## src/swm_pkg.sv

```systemverilog
// Shared types and constants for the sliding-window median filter.
// Used by swm_ctrl, swm_datapath and sliding_window_median_top; no dependencies.
`timescale 1ns / 1ps
`default_nettype none

package swm_pkg;

    localparam int SAMPLE_BITS    = 16;
    localparam int WINDOW_MAX_DEF = 7;
    localparam int LEN_BITS       = 3;
    localparam int FILL_BITS      = 3;
    localparam logic [LEN_BITS-1:0] LEN_RESET = 3'd7;

    localparam logic FUNC_PUSH  = 1'b0;
    localparam logic FUNC_CLEAR = 1'b1;

    typedef struct packed {
        logic                          func;
        logic signed [SAMPLE_BITS-1:0] sample;
    } in_item_t;

    typedef struct packed {
        logic signed [SAMPLE_BITS-1:0] median;
        logic [FILL_BITS-1:0]          fill_count;
        logic                          median_valid;
    } out_item_t;

    // controller -> datapath
    typedef struct packed {
        logic push;       // write sample, advance head and count
        logic clear;      // empty the window, zero result
        logic rank_next;  // step to next candidate
        logic capture;    // latch current candidate as the median
        logic load_out;   // move result into output register
    } swm_cmd_t;

    // datapath -> controller
    typedef struct packed {
        logic found;      // current candidate sits at sorted index count/2
    } swm_stat_t;

endpackage

`default_nettype wire

```

## src/sliding_window_median_top.sv

```systemverilog
// Top level of the sliding-window median filter: controller plus datapath.
// Depends on swm_pkg, swm_ctrl and swm_datapath.
//
//  channel  | handshake                | payload
//  ---------+--------------------------+------------------------------------
//  input    | in_valid / in_ready      | in_item  (func, sample)
//  output   | out_valid / out_ready    | out_item (median, fill_count, median_valid)
//  config   | cfg_we (no wait)         | cfg_wdata (window_length)
//
// A push writes the sample, ranks the candidates in turn with the comparator
// bank until the median is found, and then hands off. A clear goes straight to
// the hand-off. The output register lets the next transfer in while
// a result waits. Reset is asynchronous, active low; the window length resets
// to 7. Output stalls hold the block in its hand-off cycle.
`timescale 1ns / 1ps
`default_nettype none

module sliding_window_median_top #(
    parameter int WINDOW_MAX = swm_pkg::WINDOW_MAX_DEF
) (
    input  wire logic                         clk,
    input  wire logic                         rst_n,
    input  wire logic                         in_valid,
    output logic                              in_ready,
    input  wire swm_pkg::in_item_t            in_item,
    output logic                              out_valid,
    input  wire logic                         out_ready,
    output swm_pkg::out_item_t                out_item,
    input  wire logic                         cfg_we,
    input  wire logic [swm_pkg::LEN_BITS-1:0] cfg_wdata
);

    swm_pkg::swm_cmd_t  cmd;
    swm_pkg::swm_stat_t st;

    swm_ctrl u_ctrl (
        .clk       (clk),
        .rst_n     (rst_n),
        .in_valid  (in_valid),
        .in_ready  (in_ready),
        .in_func   (in_item.func),
        .out_valid (out_valid),
        .out_ready (out_ready),
        .cmd       (cmd),
        .st        (st)
    );

    swm_datapath #(
        .WINDOW_MAX (WINDOW_MAX)
    ) u_datapath (
        .clk       (clk),
        .rst_n     (rst_n),
        .in_item   (in_item),
        .cfg_we    (cfg_we),
        .cfg_wdata (cfg_wdata),
        .cmd       (cmd),
        .st        (st),
        .out_item  (out_item)
    );

endmodule

`default_nettype wire

```

## src/swm_ctrl.sv

```systemverilog
// Sequencer for the sliding-window median filter: accept, rank, hand off.
// Depends on swm_pkg.
`timescale 1ns / 1ps
`default_nettype none

module swm_ctrl (
    input  wire logic              clk,
    input  wire logic              rst_n,
    input  wire logic              in_valid,
    output logic                   in_ready,
    input  wire logic              in_func,
    output logic                   out_valid,
    input  wire logic              out_ready,
    output swm_pkg::swm_cmd_t      cmd,
    input  wire swm_pkg::swm_stat_t st
);

    localparam logic [1:0] ST_IDLE = 2'd0;
    localparam logic [1:0] ST_RANK = 2'd1;
    localparam logic [1:0] ST_HOLD = 2'd2;

    logic [1:0] state_reg;
    logic [1:0] state_next;
    logic       out_valid_reg;
    logic       out_valid_next;
    logic       in_xfer;

    assign in_ready  = (state_reg == ST_IDLE);
    assign out_valid = out_valid_reg;
    assign in_xfer   = in_valid && in_ready;

    always_comb
    begin
        cmd        = '0;
        state_next = state_reg;
        unique case (state_reg)
            ST_IDLE:
            begin
                if (in_xfer)
                begin
                    if (in_func == swm_pkg::FUNC_CLEAR)
                    begin
                        cmd.clear  = 1'b1;
                        state_next = ST_HOLD;
                    end
                    else
                    begin
                        cmd.push   = 1'b1;
                        state_next = ST_RANK;
                    end
                end
            end
            ST_RANK:
            begin
                if (st.found)
                begin
                    cmd.capture = 1'b1;
                    state_next  = ST_HOLD;
                end
                else
                begin
                    cmd.rank_next = 1'b1;
                end
            end
            ST_HOLD:
            begin
                // output slot free or being drained this cycle
                if (!out_valid_reg || out_ready)
                begin
                    cmd.load_out = 1'b1;
                    state_next   = ST_IDLE;
                end
            end
            default:
            begin
                state_next = ST_IDLE;
            end
        endcase
    end

    always_comb
    begin
        priority if (cmd.load_out)
            out_valid_next = 1'b1;
        else if (out_ready)
            out_valid_next = 1'b0;
        else
            out_valid_next = out_valid_reg;
    end

    always_ff @(posedge clk or negedge rst_n)
    begin
        if (!rst_n)
        begin
            state_reg     <= ST_IDLE;
            out_valid_reg <= 1'b0;
        end
        else
        begin
            state_reg     <= state_next;
            out_valid_reg <= out_valid_next;
        end
    end

endmodule

`default_nettype wire

```

## src/swm_datapath.sv

```systemverilog
// Window storage, length register and rank-select datapath for the median filter.
// Depends on swm_pkg; driven by swm_ctrl through swm_cmd_t / swm_stat_t.
`timescale 1ns / 1ps
`default_nettype none

module swm_datapath #(
    parameter int WINDOW_MAX = swm_pkg::WINDOW_MAX_DEF
) (
    input  wire logic                         clk,
    input  wire logic                         rst_n,
    input  wire swm_pkg::in_item_t            in_item,
    input  wire logic                         cfg_we,
    input  wire logic [swm_pkg::LEN_BITS-1:0] cfg_wdata,
    input  wire swm_pkg::swm_cmd_t            cmd,
    output swm_pkg::swm_stat_t                st,
    output swm_pkg::out_item_t                out_item
);

    localparam int SB = swm_pkg::SAMPLE_BITS;
    localparam int CW = $clog2(WINDOW_MAX + 1);
    localparam int IW = (WINDOW_MAX > 1) ? $clog2(WINDOW_MAX) : 1;
    localparam int LW = (CW > swm_pkg::LEN_BITS) ? CW : swm_pkg::LEN_BITS;
    localparam logic [LW-1:0] MAX_W = LW'(WINDOW_MAX);

    logic signed [SB-1:0] window_reg [WINDOW_MAX];

    logic [swm_pkg::LEN_BITS-1:0] len_reg;
    logic [CW-1:0]                head_reg;
    logic [CW-1:0]                head_next;
    logic [CW-1:0]                filled_reg;
    logic [CW-1:0]                filled_next;
    logic [CW-1:0]                cand_reg;
    logic [CW-1:0]                cand_next;

    logic signed [SB-1:0]         res_median_reg;
    logic [CW-1:0]                res_fill_reg;
    logic                         res_valid_reg;
    swm_pkg::out_item_t           out_item_reg;

    logic [LW-1:0]                len_w;
    logic [CW-1:0]                len_eff;
    logic                         cfg_ok;
    logic [CW:0]                  head_inc;
    logic signed [SB-1:0]         cand_val;
    logic [CW-1:0]                less_cnt;
    logic [CW-1:0]                leq_cnt;
    logic [CW-1:0]                half;

    // length register: out-of-range contents fall back to the maximum
    assign len_w   = LW'(len_reg);
    assign len_eff = ((len_w == '0) || (len_w > MAX_W)) ? CW'(WINDOW_MAX) : CW'(len_w);
    assign cfg_ok  = cfg_we && (cfg_wdata != '0) && cfg_wdata[0] && (LW'(cfg_wdata) <= MAX_W);

    assign head_inc = {1'b0, head_reg} + (CW+1)'(1);

    always_comb
    begin
        head_next   = head_reg;
        filled_next = filled_reg;
        priority if (cfg_ok || cmd.clear)
        begin
            head_next   = '0;
            filled_next = '0;
        end
        else if (cmd.push)
        begin
            head_next = (head_inc >= {1'b0, len_eff}) ? '0 : head_inc[CW-1:0];
            if (filled_reg < len_eff)
                filled_next = filled_reg + CW'(1);
        end
        else
        begin
            head_next   = head_reg;
            filled_next = filled_reg;
        end
    end

    always_comb
    begin
        priority if (cmd.push)
            cand_next = '0;
        else if (cmd.rank_next)
            cand_next = cand_reg + CW'(1);
        else
            cand_next = cand_reg;
    end

    // rank of the current candidate among the filled slots
    assign cand_val = window_reg[cand_reg[IW-1:0]];
    assign half     = filled_reg >> 1;

    always_comb
    begin
        less_cnt = '0;
        leq_cnt  = '0;
        for (int j = 0; j < WINDOW_MAX; j++)
        begin
            if (CW'(j) < filled_reg)
            begin
                if (window_reg[j] < cand_val)
                    less_cnt = less_cnt + CW'(1);
                if (window_reg[j] <= cand_val)
                    leq_cnt = leq_cnt + CW'(1);
            end
        end
    end

    assign st.found = (less_cnt <= half) && (leq_cnt > half);

    always_ff @(posedge clk)
    begin
        if (cmd.push)
            window_reg[head_reg[IW-1:0]] <= in_item.sample;
    end

    always_ff @(posedge clk or negedge rst_n)
    begin
        if (!rst_n)
        begin
            len_reg    <= swm_pkg::LEN_RESET;
            head_reg   <= '0;
            filled_reg <= '0;
            cand_reg   <= '0;
        end
        else
        begin
            if (cfg_ok)
                len_reg <= cfg_wdata;
            head_reg   <= head_next;
            filled_reg <= filled_next;
            cand_reg   <= cand_next;
        end
    end

    always_ff @(posedge clk)
    begin
        if (cmd.clear)
        begin
            res_median_reg <= '0;
            res_fill_reg   <= '0;
            res_valid_reg  <= 1'b0;
        end
        else if (cmd.capture)
        begin
            res_median_reg <= cand_val;
            res_fill_reg   <= filled_reg;
            res_valid_reg  <= 1'b1;
        end
        if (cmd.load_out)
        begin
            out_item_reg.median       <= res_median_reg;
            out_item_reg.fill_count   <= swm_pkg::FILL_BITS'(res_fill_reg);
            out_item_reg.median_valid <= res_valid_reg;
        end
    end

    assign out_item = out_item_reg;

`ifndef SYNTHESIS
    a_fill_in_len: assert property (@(posedge clk) disable iff (!rst_n)
        filled_reg <= len_eff)
        else $error("fill count above window length");

    a_head_in_len: assert property (@(posedge clk) disable iff (!rst_n)
        head_reg < len_eff)
        else $error("write head outside window");

    a_cand_in_fill: assert property (@(posedge clk) disable iff (!rst_n)
        (cmd.rank_next || cmd.capture) |-> (cand_reg < filled_reg))
        else $error("rank candidate outside filled slots");

    a_rank_hits: assert property (@(posedge clk) disable iff (!rst_n)
        cmd.rank_next |-> (({1'b0, cand_reg} + (CW+1)'(1)) < {1'b0, filled_reg}))
        else $error("rank search ran past last filled slot");
`endif

endmodule

`default_nettype wire
```

## config.mk

```make
export PLATFORM = sky130hd
export DESIGN_NAME = sliding_window_median_top
export DESIGN_NICKNAME = d
export VERILOG_FILES = /design/src/swm_pkg.sv /design/src/sliding_window_median_top.sv /design/src/swm_ctrl.sv /design/src/swm_datapath.sv
export SDC_FILE = /design/constraint.sdc
export NUM_CORES = 1
export LEC_CHECK = 0
export ABC_AREA = 1
export BUFFER_PORTS_ARGS = -buffer_cell sky130_fd_sc_hd__buf_2
export CORE_MARGIN = 1.5
export CORE_UTILIZATION = 30
export CTS_CLUSTER_DIAMETER = 60
export CTS_CLUSTER_SIZE = 25
export DETAILED_ROUTE_END_ITERATION = 6
export GPL_TIMING_DRIVEN = 0
export PLACE_DENSITY = 0.5
export SYNTH_ARGS = -nofsm -noshare
export SYNTH_HDL_FRONTEND = slang
export SYNTH_SLANG_ARGS = --single-unit
export TNS_END_PERCENT = 100
```

## constraint.sdc

```tcl
create_clock -name clk -period 8.9 [get_ports clk]
set_input_delay 2.67 -clock clk [delete_from_list [all_inputs] [get_ports clk]]
set_output_delay 2.67 -clock clk [all_outputs]
set_load 0.02 [all_outputs]
```

==> reports/results.ini, run 1 <==
[layout]
insertedDiodeCount = 0
largest_reg_flops = 128
postLayoutCellArea_mm2 = 0.0125
drive_gt1_share_pct = 11.4
area_delta_synth_final_pct = 15.6
layout.cells.non_filler = 1731
nFillCells = 3659
nNetsFinal = 1418
utilization_pct = 35.2

[route]
first_pass_iters = 5
dr_total_vias = 8531
antenna_left = 0
detail_route.vias_per_cell = 4.93
wl_per_cell_um = 18.8
drt-total-wl_mm = 32.5
drc = 0
drtIter0Drc = 675

[sta]
setup_viol = 0
post-route-min-period_ns = 8.31
max-slew-margin-rel_pct = 40.3
setup_tns_ns = 0
clock_skew_ns = 0.0109
tightest_slew_ns = 0.890
fin_crit_sh_pct = 93.3
drv_slew = 0
hold_viol = 0
max_freq_mhz = 120
rsz0062_at_grt = false

[floorplan]
start_util_pct = 30.4
core_area_mm2 = 0.0356
dieArea_mm2 = 0.0372
die_h_um = 193
die_x_um = 193
ios = 47
rows = 69

[logic_synthesis]
synth_edf_count = 148
synth_seq_cells = 183
ys_async_sr_fraction_pct = 8.20
syn-num-nets = 1341
yosysSeqAreaShare_pct = 48.3
ys.flop_type = edfxtp_1
synth_area_mm2 = 0.0108
avgSynthCellArea_um2 = 9.17
postSynthCellCount = 1180
ys_types = 41
yosys_warnings = 0

[worst_setup_path]
critical_path_class = register to register
cp.required_ns = 9.24
start_kind = register
rrSetupSlack_ns = 0.59
arrival_ns = 8.65
critPathMaxStageDelay_ns = 0.67
end_kind = register
path_common_cell = nand2_1
critPathSlowestCell = clkbuf_1
cp_max_fo = 10

[place]
gp_congestion = 0.862
port_buffers = 46
placed_area_mm2 = 0.0119
placed_cells = 1698
dp_hpwl_mm = 24.9

[power_and_ir_drop]
cellPowerDensity_mw_per_mm2 = 391
leakagePower_nw = 5.49
peakVddDrop_mv = 0.206
fin_total_pwr_w = 0.00489

[cts]
cts_buffer_depth = 2
post-cts-setup-buffer-count = 0
clk_latency_ns = 0.45
cts-root-buf = clkbuf_16
cts_tree = done
htree_levels = 4
cts_made_buffers = 17
cts.clk_slew.worst_paths_ns = 0.07
cts.sinks = 183

[global_routing]
grt_overflow_total = 0
grt_max_degree = 17
antenna_found_initial = 0
grt_usage_pct = 18.2
grt_pass1_wl_mm = 49.3
grt_pass1_vias = 8293

[worst_hold_path]
min-delay-path-class = register to register

[run_status]
status = finished clean

[flow_run]
maxCapViolations = 0

==> critical path: cells and delay by family, from the launching register on <==
kind / cells / cell delay, ns
AO/OA/AOI/OAI: 5 / 0.96
adder cells (fa/ha/maj): 8 / 2.35
buffers and inverters: 8 / 1.87
flip-flops: 1 / 0.34
AND/OR/NAND/NOR: 23 / 2.65
==> stage by stage <==
stage | setup WS, ns | hold WS [ns]
6_report | 0.593 | 0.430
5_1_grt | 0.0128 | 0.442
4_1_cts | 0.0885 | 0.432
3_5_place_dp | 0.144 | 0.415
3_3_place_gp | 0.116 | 0.415
2_1_floorplan | 2.08 | 0.408
==> synthesized netlist by cell type, types with 3 or more instances <==
cell | count | share of area (%)
nand2_1 | 242 | 8.4
edfxtp_1 | 148 | 41
nor2_1 | 146 | 5.1
ha_1 | 136 | 16
inv_1 | 126 | 4.4
o21ai_0 | 106 | 4.9
a21oi_1 | 53 | 2.5
nand3_1 | 37 | 1.7
nand4_1 | 26 | 1.5
clkbuf_1 | 22 | 0.76
dfxtp_1 | 20 | 3.7
o22ai_1 | 18 | 1.0
o221ai_1 | 13 | 1.1
dfrtp_1 | 12 | 2.8
nor3_1 | 8 | 0.37
nand3_2 | 7 | 0.65
a21o_1 | 5 | 0.35
a21boi_0 | 4 | 0.28
buf_2 | 4 | 0.19
nand3b_1 | 4 | 0.28
o21a_1 | 4 | 0.28
a31oi_1 | 3 | 0.17
clkinv_1 | 3 | 0.10
dfstp_2 | 3 | 0.73
inv_2 | 3 | 0.10
nor2_2 | 3 | 0.17
xor2_1 | 3 | 0.24
==> what timing repair did <==
item	CTS	global route
hold buffers	0	0
setup endpoints to repair	0	25
gates resized for setup	0	37
==> report_power, final <==
part           switching, W  internal, W
Sequential        0.0000596      0.00104
Combinational       0.00201     0.000989
Clock              0.000348     0.000445
==> cells in the final DEF, fill, tap and decap left out, types with 3 or more instances in the layout <==
cell	instances
a21boi_0	4
a21o_1	5
a21oi_1	53
buf_16	6
buf_2	55
buf_6	3
bufinv_16	3
clkbuf_1	9
clkbuf_16	17
clkbuf_2	13
clkinv_1	5
dfrtp_1	12
dfstp_2	3
dfxtp_1	20
edfxtp_1	148
ha_1	136
inv_1	126
inv_2	3
nand2_1	242
nand3_1	37
nand3_2	7
nand3b_1	4
nand4_1	26
nor2_1	138
nor2_2	11
nor3_1	8
o21a_1	4
o21ai_0	97
o21ai_1	8
o21ai_2	3
o221ai_1	13
o22ai_1	18
xor2_1	3
==> per-layer routing <==
metal	GRT usage (%)	part of all wire (%)
met5	0	0
met4	5.77	2.3
met3	3.46	6.7
met2	29.1	44
met1	24.9	47
==> layout make-up <==
cell class	instances	area (um^2)	share of cell area, %
plain buffers	30	151	1.21
clock buffers	18	429	3.43
clock inverters	14	173	1.38
inverters	132	495	3.96
multi-input cells	834	5000	40.0
flip-flops and latches	183	5220	41.8
well taps	461	577	4.61
repair buffers	59	459	3.67
==> cells by family after synthesis <==
logic type	count (synthesis)	synth area share (%)
DFF	183	48.3
adders and majority gates	136	15.7
muxes	2	0.208
xor gates and xnor gates	3	0.243
buffers and inverters	163	5.85
AOI/OAI and AO/OA	212	10.9
and+or+nand+nor	481	18.8
==> path summary, 6_finish.rpt <==
check | from | cells after the start | endpoint
min in group asynchronous | rst_n | 1 | u_datapath.head_reg[1]
worst max-delay path | u_datapath.cand_reg[2] | 44 | u_datapath.res_median_reg[0]
worst min register to register | u_datapath.res_median_reg[0] | 0 | u_datapath.out_item[4]
max in group asynchronous | rst_n | 1 | u_datapath.len_reg[0]
worst max register to register | u_datapath.cand_reg[2] | 44 | u_datapath.res_median_reg[0]
worst min-delay path | u_datapath.res_median_reg[0] | 0 | u_datapath.out_item[4]
(Power assumes the default switching activity.)
==> run 2: changes to the inputs <==
- RECOVER_POWER: not set -> 50
==> reports/results.ini, run 2 (synthesized netlist as in run 1, its figures left out) <==
[worst_hold_path]
min-delay-path-class = register to register

[cts]
hold_buffers = 0  ; unchanged
cts_buffer_depth = 2  ; unchanged
cts.sinks = 183  ; unchanged
cts_made_buffers = 17  ; unchanged
cts_tree = done
htree_levels = 4  ; unchanged
cts-root-buf = clkbuf_16
clk_latency_ns = 0.45  ; about the same
cts.clk_slew.worst_paths_ns = 0.07  ; about the same
post-cts-setup-buffer-count = 0  ; unchanged
cts_resized = 0  ; unchanged

[worst_setup_path]
arrival_ns = 8.65  ; about the same
cp.required_ns = 9.24  ; about the same
path_common_cell = nand2_1
critPathSlowestCell = clkbuf_1
end_kind = register
critical_path_class = register to register
start_kind = register
critPathMaxStageDelay_ns = 0.68  ; about the same
cp_max_fo = 10  ; unchanged
rrSetupSlack_ns = 0.58  ; about the same

[floorplan]
dieArea_mm2 = 0.0372  ; unchanged
die_x_um = 193  ; unchanged
start_util_pct = 30.4  ; unchanged
core_area_mm2 = 0.0356  ; unchanged
rows = 69  ; unchanged
die_h_um = 193  ; unchanged
ios = 47  ; unchanged

[layout]
nNetsFinal = 1418  ; unchanged
insertedDiodeCount = 0  ; unchanged
drive_gt1_share_pct = 9.92  ; -1.5 points
nFillCells = 3660  ; +0.027%
final_common_cell = nand2_1
mostFrequentLayoutCells = nand2_1 (242), edfxtp_1 (148), nor2_1 (138)
largest_reg_flops = 128  ; unchanged
postLayoutCellArea_mm2 = 0.0125  ; -0.24%
area_delta_synth_final_pct = 15.3
layout.cells.non_filler = 1731  ; unchanged

[power_and_ir_drop]
leakagePower_nw = 5.44  ; -0.99%
cellPowerDensity_mw_per_mm2 = 392  ; +0.16%
peakVddDrop_mv = 0.198  ; -4.2%

[sta]
post-route-min-period_ns = 8.32  ; +0.0110 ns
rsz0062_at_grt = false
setup_viol = 0  ; unchanged
fin_crit_sh_pct = 93.5  ; +0.12 points
max_freq_mhz = 120  ; -0.13%
clock_skew_ns = 0.0111  ; +0.000228 ns
hold_viol = 0  ; unchanged
tightest_slew_ns = 0.948  ; +0.0581 ns
drv_slew = 0  ; unchanged
max-slew-margin-rel_pct = 36.8  ; -3.5 points
setup_tns_ns = 0  ; unchanged

[place]
dp_hpwl_mm = 24.9  ; unchanged
placed_area_mm2 = 0.0119  ; unchanged
gp_congestion = 0.862  ; unchanged
port_buffers = 46  ; unchanged
placed_cells = 1698  ; unchanged

[route]
drc = 0  ; unchanged
antenna_left = 0  ; unchanged
detail_route.vias_per_cell = 4.93  ; +0.11%
first_pass_iters = 5  ; unchanged
wl_per_cell_um = 18.8  ; about the same
dr_total_vias = 8540  ; +0.11%
drt-total-wl_mm = 32.5  ; about the same
drtIter0Drc = 637  ; -5.6%

[global_routing]
grt_pass1_wl_mm = 49.3  ; unchanged
grt_pass1_vias = 8293  ; unchanged
grt_overflow_total = 0  ; unchanged
grt_max_degree = 17  ; unchanged
grt_usage_pct = 18.2  ; unchanged
antenna_found_initial = 0  ; unchanged

[flow_run]
maxCapViolations = 0  ; unchanged

[run_status]
status = finished clean

run 2: changes by cell type in the layout (fill, tap and decap cells not counted):
cell and change:
clkbuf_1 +19, buf_2 -18, buf_6 -1
run 2: worst paths after layout:
| check | depth (start not counted) | start | endpoint |
|---|---|---|---|
| max | 44 | u_datapath.cand_reg[2] | u_datapath.res_median_reg[0] |
| min | 0 | u_datapath.res_median_reg[0] | u_datapath.out_item[4] |
| max reg2reg | 44 | u_datapath.cand_reg[2] | u_datapath.res_median_reg[0] |
| min reg2reg | 0 | u_datapath.res_median_reg[0] | u_datapath.out_item[4] |
| max in group asynchronous | 1 | rst_n | u_datapath.filled_reg[2] |
| min in group asynchronous | 1 | rst_n | u_datapath.head_reg[1] |
run 2: report_power, final:
part,total (W),switching [W],internal (W)
combinational,0.00299,0.00201,0.000986
sequential,0.00110,0.0000598,0.00104
clock,0.000793,0.000348,0.000445
run 2: cell type report:
| cell class | count | area [um^2] | area share [%] |
|---|---|---|---|
| Tap cell | 461 | 577 | 4.62 |
| Inverter | 132 | 495 | 3.97 |
| Timing Repair Buffer | 59 | 429 | 3.44 |
| Sequential cell | 183 | 5220 | 41.9 |
| Multi-Input combinational cell | 834 | 5000 | 40.1 |
| Buffer | 30 | 151 | 1.21 |
| Clock buffer | 18 | 429 | 3.44 |
| Clock inverter | 14 | 173 | 1.38 |
run 2: stage by stage:
stage / util [%] / hold slack (ns) / setup slack, ns / total power [W]
finish: 35.1 / 0.430 / 0.582 / 0.00489
global route: 35.1 / 0.442 / 0.0128 / 0.00539
CTS: 35.0 / 0.432 / 0.0885 / 0.00486
detailed placement: 33.4 / 0.415 / 0.144 / 0.00405
global placement: 32.7 / 0.415 / 0.116 / 0.00397
floorplan: - / 0.408 / 2.08 / 0.00320
run 2: worst max-delay path, delay by kind of cell (launching register included):
kind	cells	cell delay (ns)
adder cells (fa/ha/maj)	8	2.33
AND/OR/NAND/NOR	23	2.67
flip-flops	1	0.34
AO/OA/AOI/OAI	5	0.98
buffers and inverters	8	1.87
run 2: metal layers:
metal | vias up | share of wire, % | global-route usage (%)
met5 | - | 0 | 0
met4 | 0 | 2.3 | 5.77
met3 | 36 | 6.7 | 3.46
met2 | 263 | 44 | 29.1
met1 | 4005 | 47 | 24.9
li1 | 4236 | - | -
==> run 3: changes to the inputs <==
- REMOVE_ABC_BUFFERS: not set -> 1
- SYNTH_HIERARCHICAL: not set -> 1
==> reports/results.ini, run 3 <==
[sta]
tightest_slew_ns = 1.03  ; +0.0839 ns
max_freq_mhz = 120  ; +0.18%
drv_slew = 0  ; unchanged
clock_skew_ns = 0.0152  ; +0.00416 ns
fin_crit_sh_pct = 93.3  ; -0.17 points
hold_viol = 0  ; unchanged
post-route-min-period_ns = 8.30  ; -0.0147 ns
setup_viol = 0  ; unchanged
rsz0062_at_grt = false
fin_ws_ns = 0.597  ; +0.0147 ns
max-slew-margin-rel_pct = 31.2  ; -5.6 points

[logic_synthesis]
postSynthCellCount = 1105  ; -6.4%
synth_top_family_by_area = simple AND/OR/NAND/NOR gates
synth_area_mm2 = 0.0106  ; -1.6%
ys.flop_type = edfxtp_1
synth_seq_cells = 183  ; unchanged
yosys_warnings = 6  ; +6
yosysTopAreaCell = edfxtp_1
synth_compound_area_share_pct = 13.0  ; +2.1 points
synth_top_area_share_pct = 41.8  ; +0.68 points
synth_area_leaders = edfxtp_1 (42%), ha_1 (16%), nand2_1 (6.8%), o21ai_0 (5.5%), nor2_1 (4.2%)
yosysSeqAreaShare_pct = 49.1  ; +0.79 points
ys_async_sr_fraction_pct = 8.20  ; unchanged
avgSynthCellArea_um2 = 9.63  ; +5.1%
ys_top_cells_by_count = nand2_1 (193), edfxtp_1 (148), ha_1 (136), nor2_1 (119), o21ai_0 (117)
synth_edf_count = 148  ; unchanged
synth_xor_area_share_pct = 0.247  ; +0.0040 points
synthMostInstantiatedCell = nand2_1
ys_types = 49  ; +20%
yosys.area_share.simple_pct = 17.0  ; -1.8 points
synthAdderAreaFrac_pct = 16.0  ; +0.26 points
synth_mux_area_share_pct = 0.0940  ; -0.11 points

[power_and_ir_drop]
leakagePower_nw = 5.21  ; -4.2%
peakVddDrop_mv = 0.195  ; -1.2%
cellPowerDensity_mw_per_mm2 = 360  ; -8.0%

[worst_setup_path]
rr_startpoint = u_datapath/cand_reg[0]
critPathSlowestCell = dfrtp_4
path_common_cell = nand2_1
cp_max_fo = 55  ; +45
rr_worst_depth = 44  ; unchanged
critical_path_class = register to register
critPathMaxStageDelay_ns = 0.64  ; -0.04 ns
end_kind = register
r2r_end = u_datapath/res_median_reg[9]
arrival_ns = 8.67  ; +0.02 ns
rrSetupSlack_ns = 0.60  ; about the same
cp.required_ns = 9.27  ; +0.03 ns
start_kind = register

[cts]
cts.clk_slew.worst_paths_ns = 0.07  ; about the same
clk_latency_ns = 0.45  ; about the same
cts-root-buf = clkbuf_16
cts_made_buffers = 17  ; unchanged
cts_buffer_depth = 2  ; unchanged
cts.sinks = 183  ; unchanged
htree_levels = 4  ; unchanged
cts_tree = done

[route]
dr_total_vias = 8118  ; -4.9%
drc = 0  ; unchanged
detail_route.vias_per_cell = 4.94  ; about the same
drt-total-wl_mm = 29.6  ; -9.1%
antenna_left = 0  ; unchanged
first_pass_iters = 5  ; unchanged
wl_per_cell_um = 18.0  ; -4.3%
drtIter0Drc = 612  ; -3.9%

[global_routing]
grt_pass1_wl_mm = 44.7  ; -9.3%
grt_use_met3_pct = 2.70  ; -0.76 points
antenna_found_initial = 0  ; unchanged
gr-usage-met1_pct = 21.9  ; -3.0 points
grt_overflow_total = 0  ; unchanged
use_met2_pct = 27.7  ; -1.4 points
grt_usage_pct = 16.5  ; -1.7 points
grt_pass1_vias = 7694  ; -7.2%
grt-busiest-layer = met2
grt_max_degree = 56  ; +39

[layout]
multi_input_area_mm2 = 0.00501  ; +0.23%
area_delta_synth_final_pct = 16.4
largest_reg_flops = 128  ; unchanged
layout.cells.non_filler = 1644  ; -5.0%
seqCellArea_mm2 = 0.00523  ; +0.17%
drive_gt1_share_pct = 14.0  ; +4.1 points
final_common_cell = nand2_1
nFillCells = 3543  ; -3.2%
insertedDiodeCount = 0  ; unchanged
nNetsFinal = 1337  ; -5.7%
mostFrequentLayoutCells = nand2_1 (193), edfxtp_1 (148), ha_1 (136)

[worst_hold_path]
whs_endpoint = u_datapath/out_item[4]
min-delay-path-class = register to register
hold_depth = 0  ; unchanged
min_from = u_datapath/res_median_reg[0]

[floorplan]
dieArea_mm2 = 0.0366  ; -1.6%
ios = 47  ; unchanged
rows = 68  ; -1.4%
die_h_um = 191  ; -0.80%
core_area_mm2 = 0.0347  ; -2.4%
start_util_pct = 30.7  ; +0.25 points
die_x_um = 191  ; -0.80%

[flow_run]
maxCapViolations = 0  ; unchanged

[place]
gp_congestion = 0.841  ; -2.4%
dp_slack_ns = -1.50  ; -1.64 ns
placed_cells = 1591  ; -6.3%
port_buffers = 46  ; unchanged
dp_hpwl_mm = 22.0  ; -12%

[run_status]
status = finished clean

## run 3: layout make-up
type	count	area share, %
clock buffer	23	4.12
clock inverter	9	0.828
inverter	98	3.00
multi-input combinational	794	40.4
sequential	183	42.2
tap	455	4.60
timing repair buffer	81	4.75
timing repair inverter	1	0.0606
## run 3: cells by family (layout without fill, tap and decap cells)
| family | after synthesis | after routing |
|---|---|---|
| adders and majority gates | 136 | 136 |
| and+or+nand+nor | 407 | 407 |
| muxes | 1 | 1 |
| buffers and inverters | 128 | 212 |
| AOI/OAI and AO/OA | 247 | 247 |
| xor gates and xnor gates | 3 | 3 |
| DFF | 183 | 183 |
## run 3: what timing repair did
action	4_1_cts	5_1_grt
setup buffers	6	14
endpoints found under the setup margin	25	25
hold buffers	0	0
cloned	1	0
resized for setup	16	12
pin swaps	0	4
## run 3: worst max-delay path by stage
stage / startpoint / end / cells past startpoint / slack [ns]
floorplan: u_datapath/cand_reg[0] / u_datapath/res_median_reg[10] / 44 / -0.33
global placement: u_datapath/cand_reg[0] / u_datapath/res_median_reg[4] / 42 / -4.31
detailed placement: u_datapath/cand_reg[1] / u_datapath/res_median_reg[4] / 43 / -1.50
CTS: u_datapath/cand_reg[0] / u_datapath/res_median_reg[4] / 44 / 0.06
global route: u_datapath/cand_reg[0] / u_datapath/res_median_reg[12] / 44 / 0.02
finish: u_datapath/cand_reg[0] / u_datapath/res_median_reg[9] / 44 / 0.60
## run 3: critical path, delay by kind of cell (launching register included)
kind,cells,cell delay (ns)
buffers and inverters,7,0.95
AND/OR/NAND/NOR,17,2.10
flip-flops,1,0.64
adder cells (fa/ha/maj),8,2.32
AO/OA/AOI/OAI,12,2.14
## run 3: per-stage QoR
step	hold slack [ns]	util [%]	TNS (ns)	total power [W]	cell area (um^2)
2_1_floorplan	0.403	-	-6.33	0.00281	10500
3_3_place_gp	0.408	32.6	-100.00	0.00344	11300
3_5_place_dp	0.410	33.4	-34.69	0.00355	11600
4_1_cts	0.427	35.4	0	0.00439	12300
5_1_grt	0.432	35.7	0	0.00487	12400
6_report	0.423	35.7	0	0.00447	12400
## run 3: per-layer routing
metal,share of wire (%),up-vias
li1,-,4036
met1,46,3859
met2,47,192
met3,5.1,31
met4,1.9,0
met5,0,-
## run 3: where the power goes
| part | internal [W] | switching, W | total [W] |
|---|---|---|---|
| Sequential | 0.00105 | 0.000130 | 0.00118 |
| Clock | 0.000442 | 0.000344 | 0.000786 |
| Combinational | 0.000920 | 0.00158 | 0.00250 |
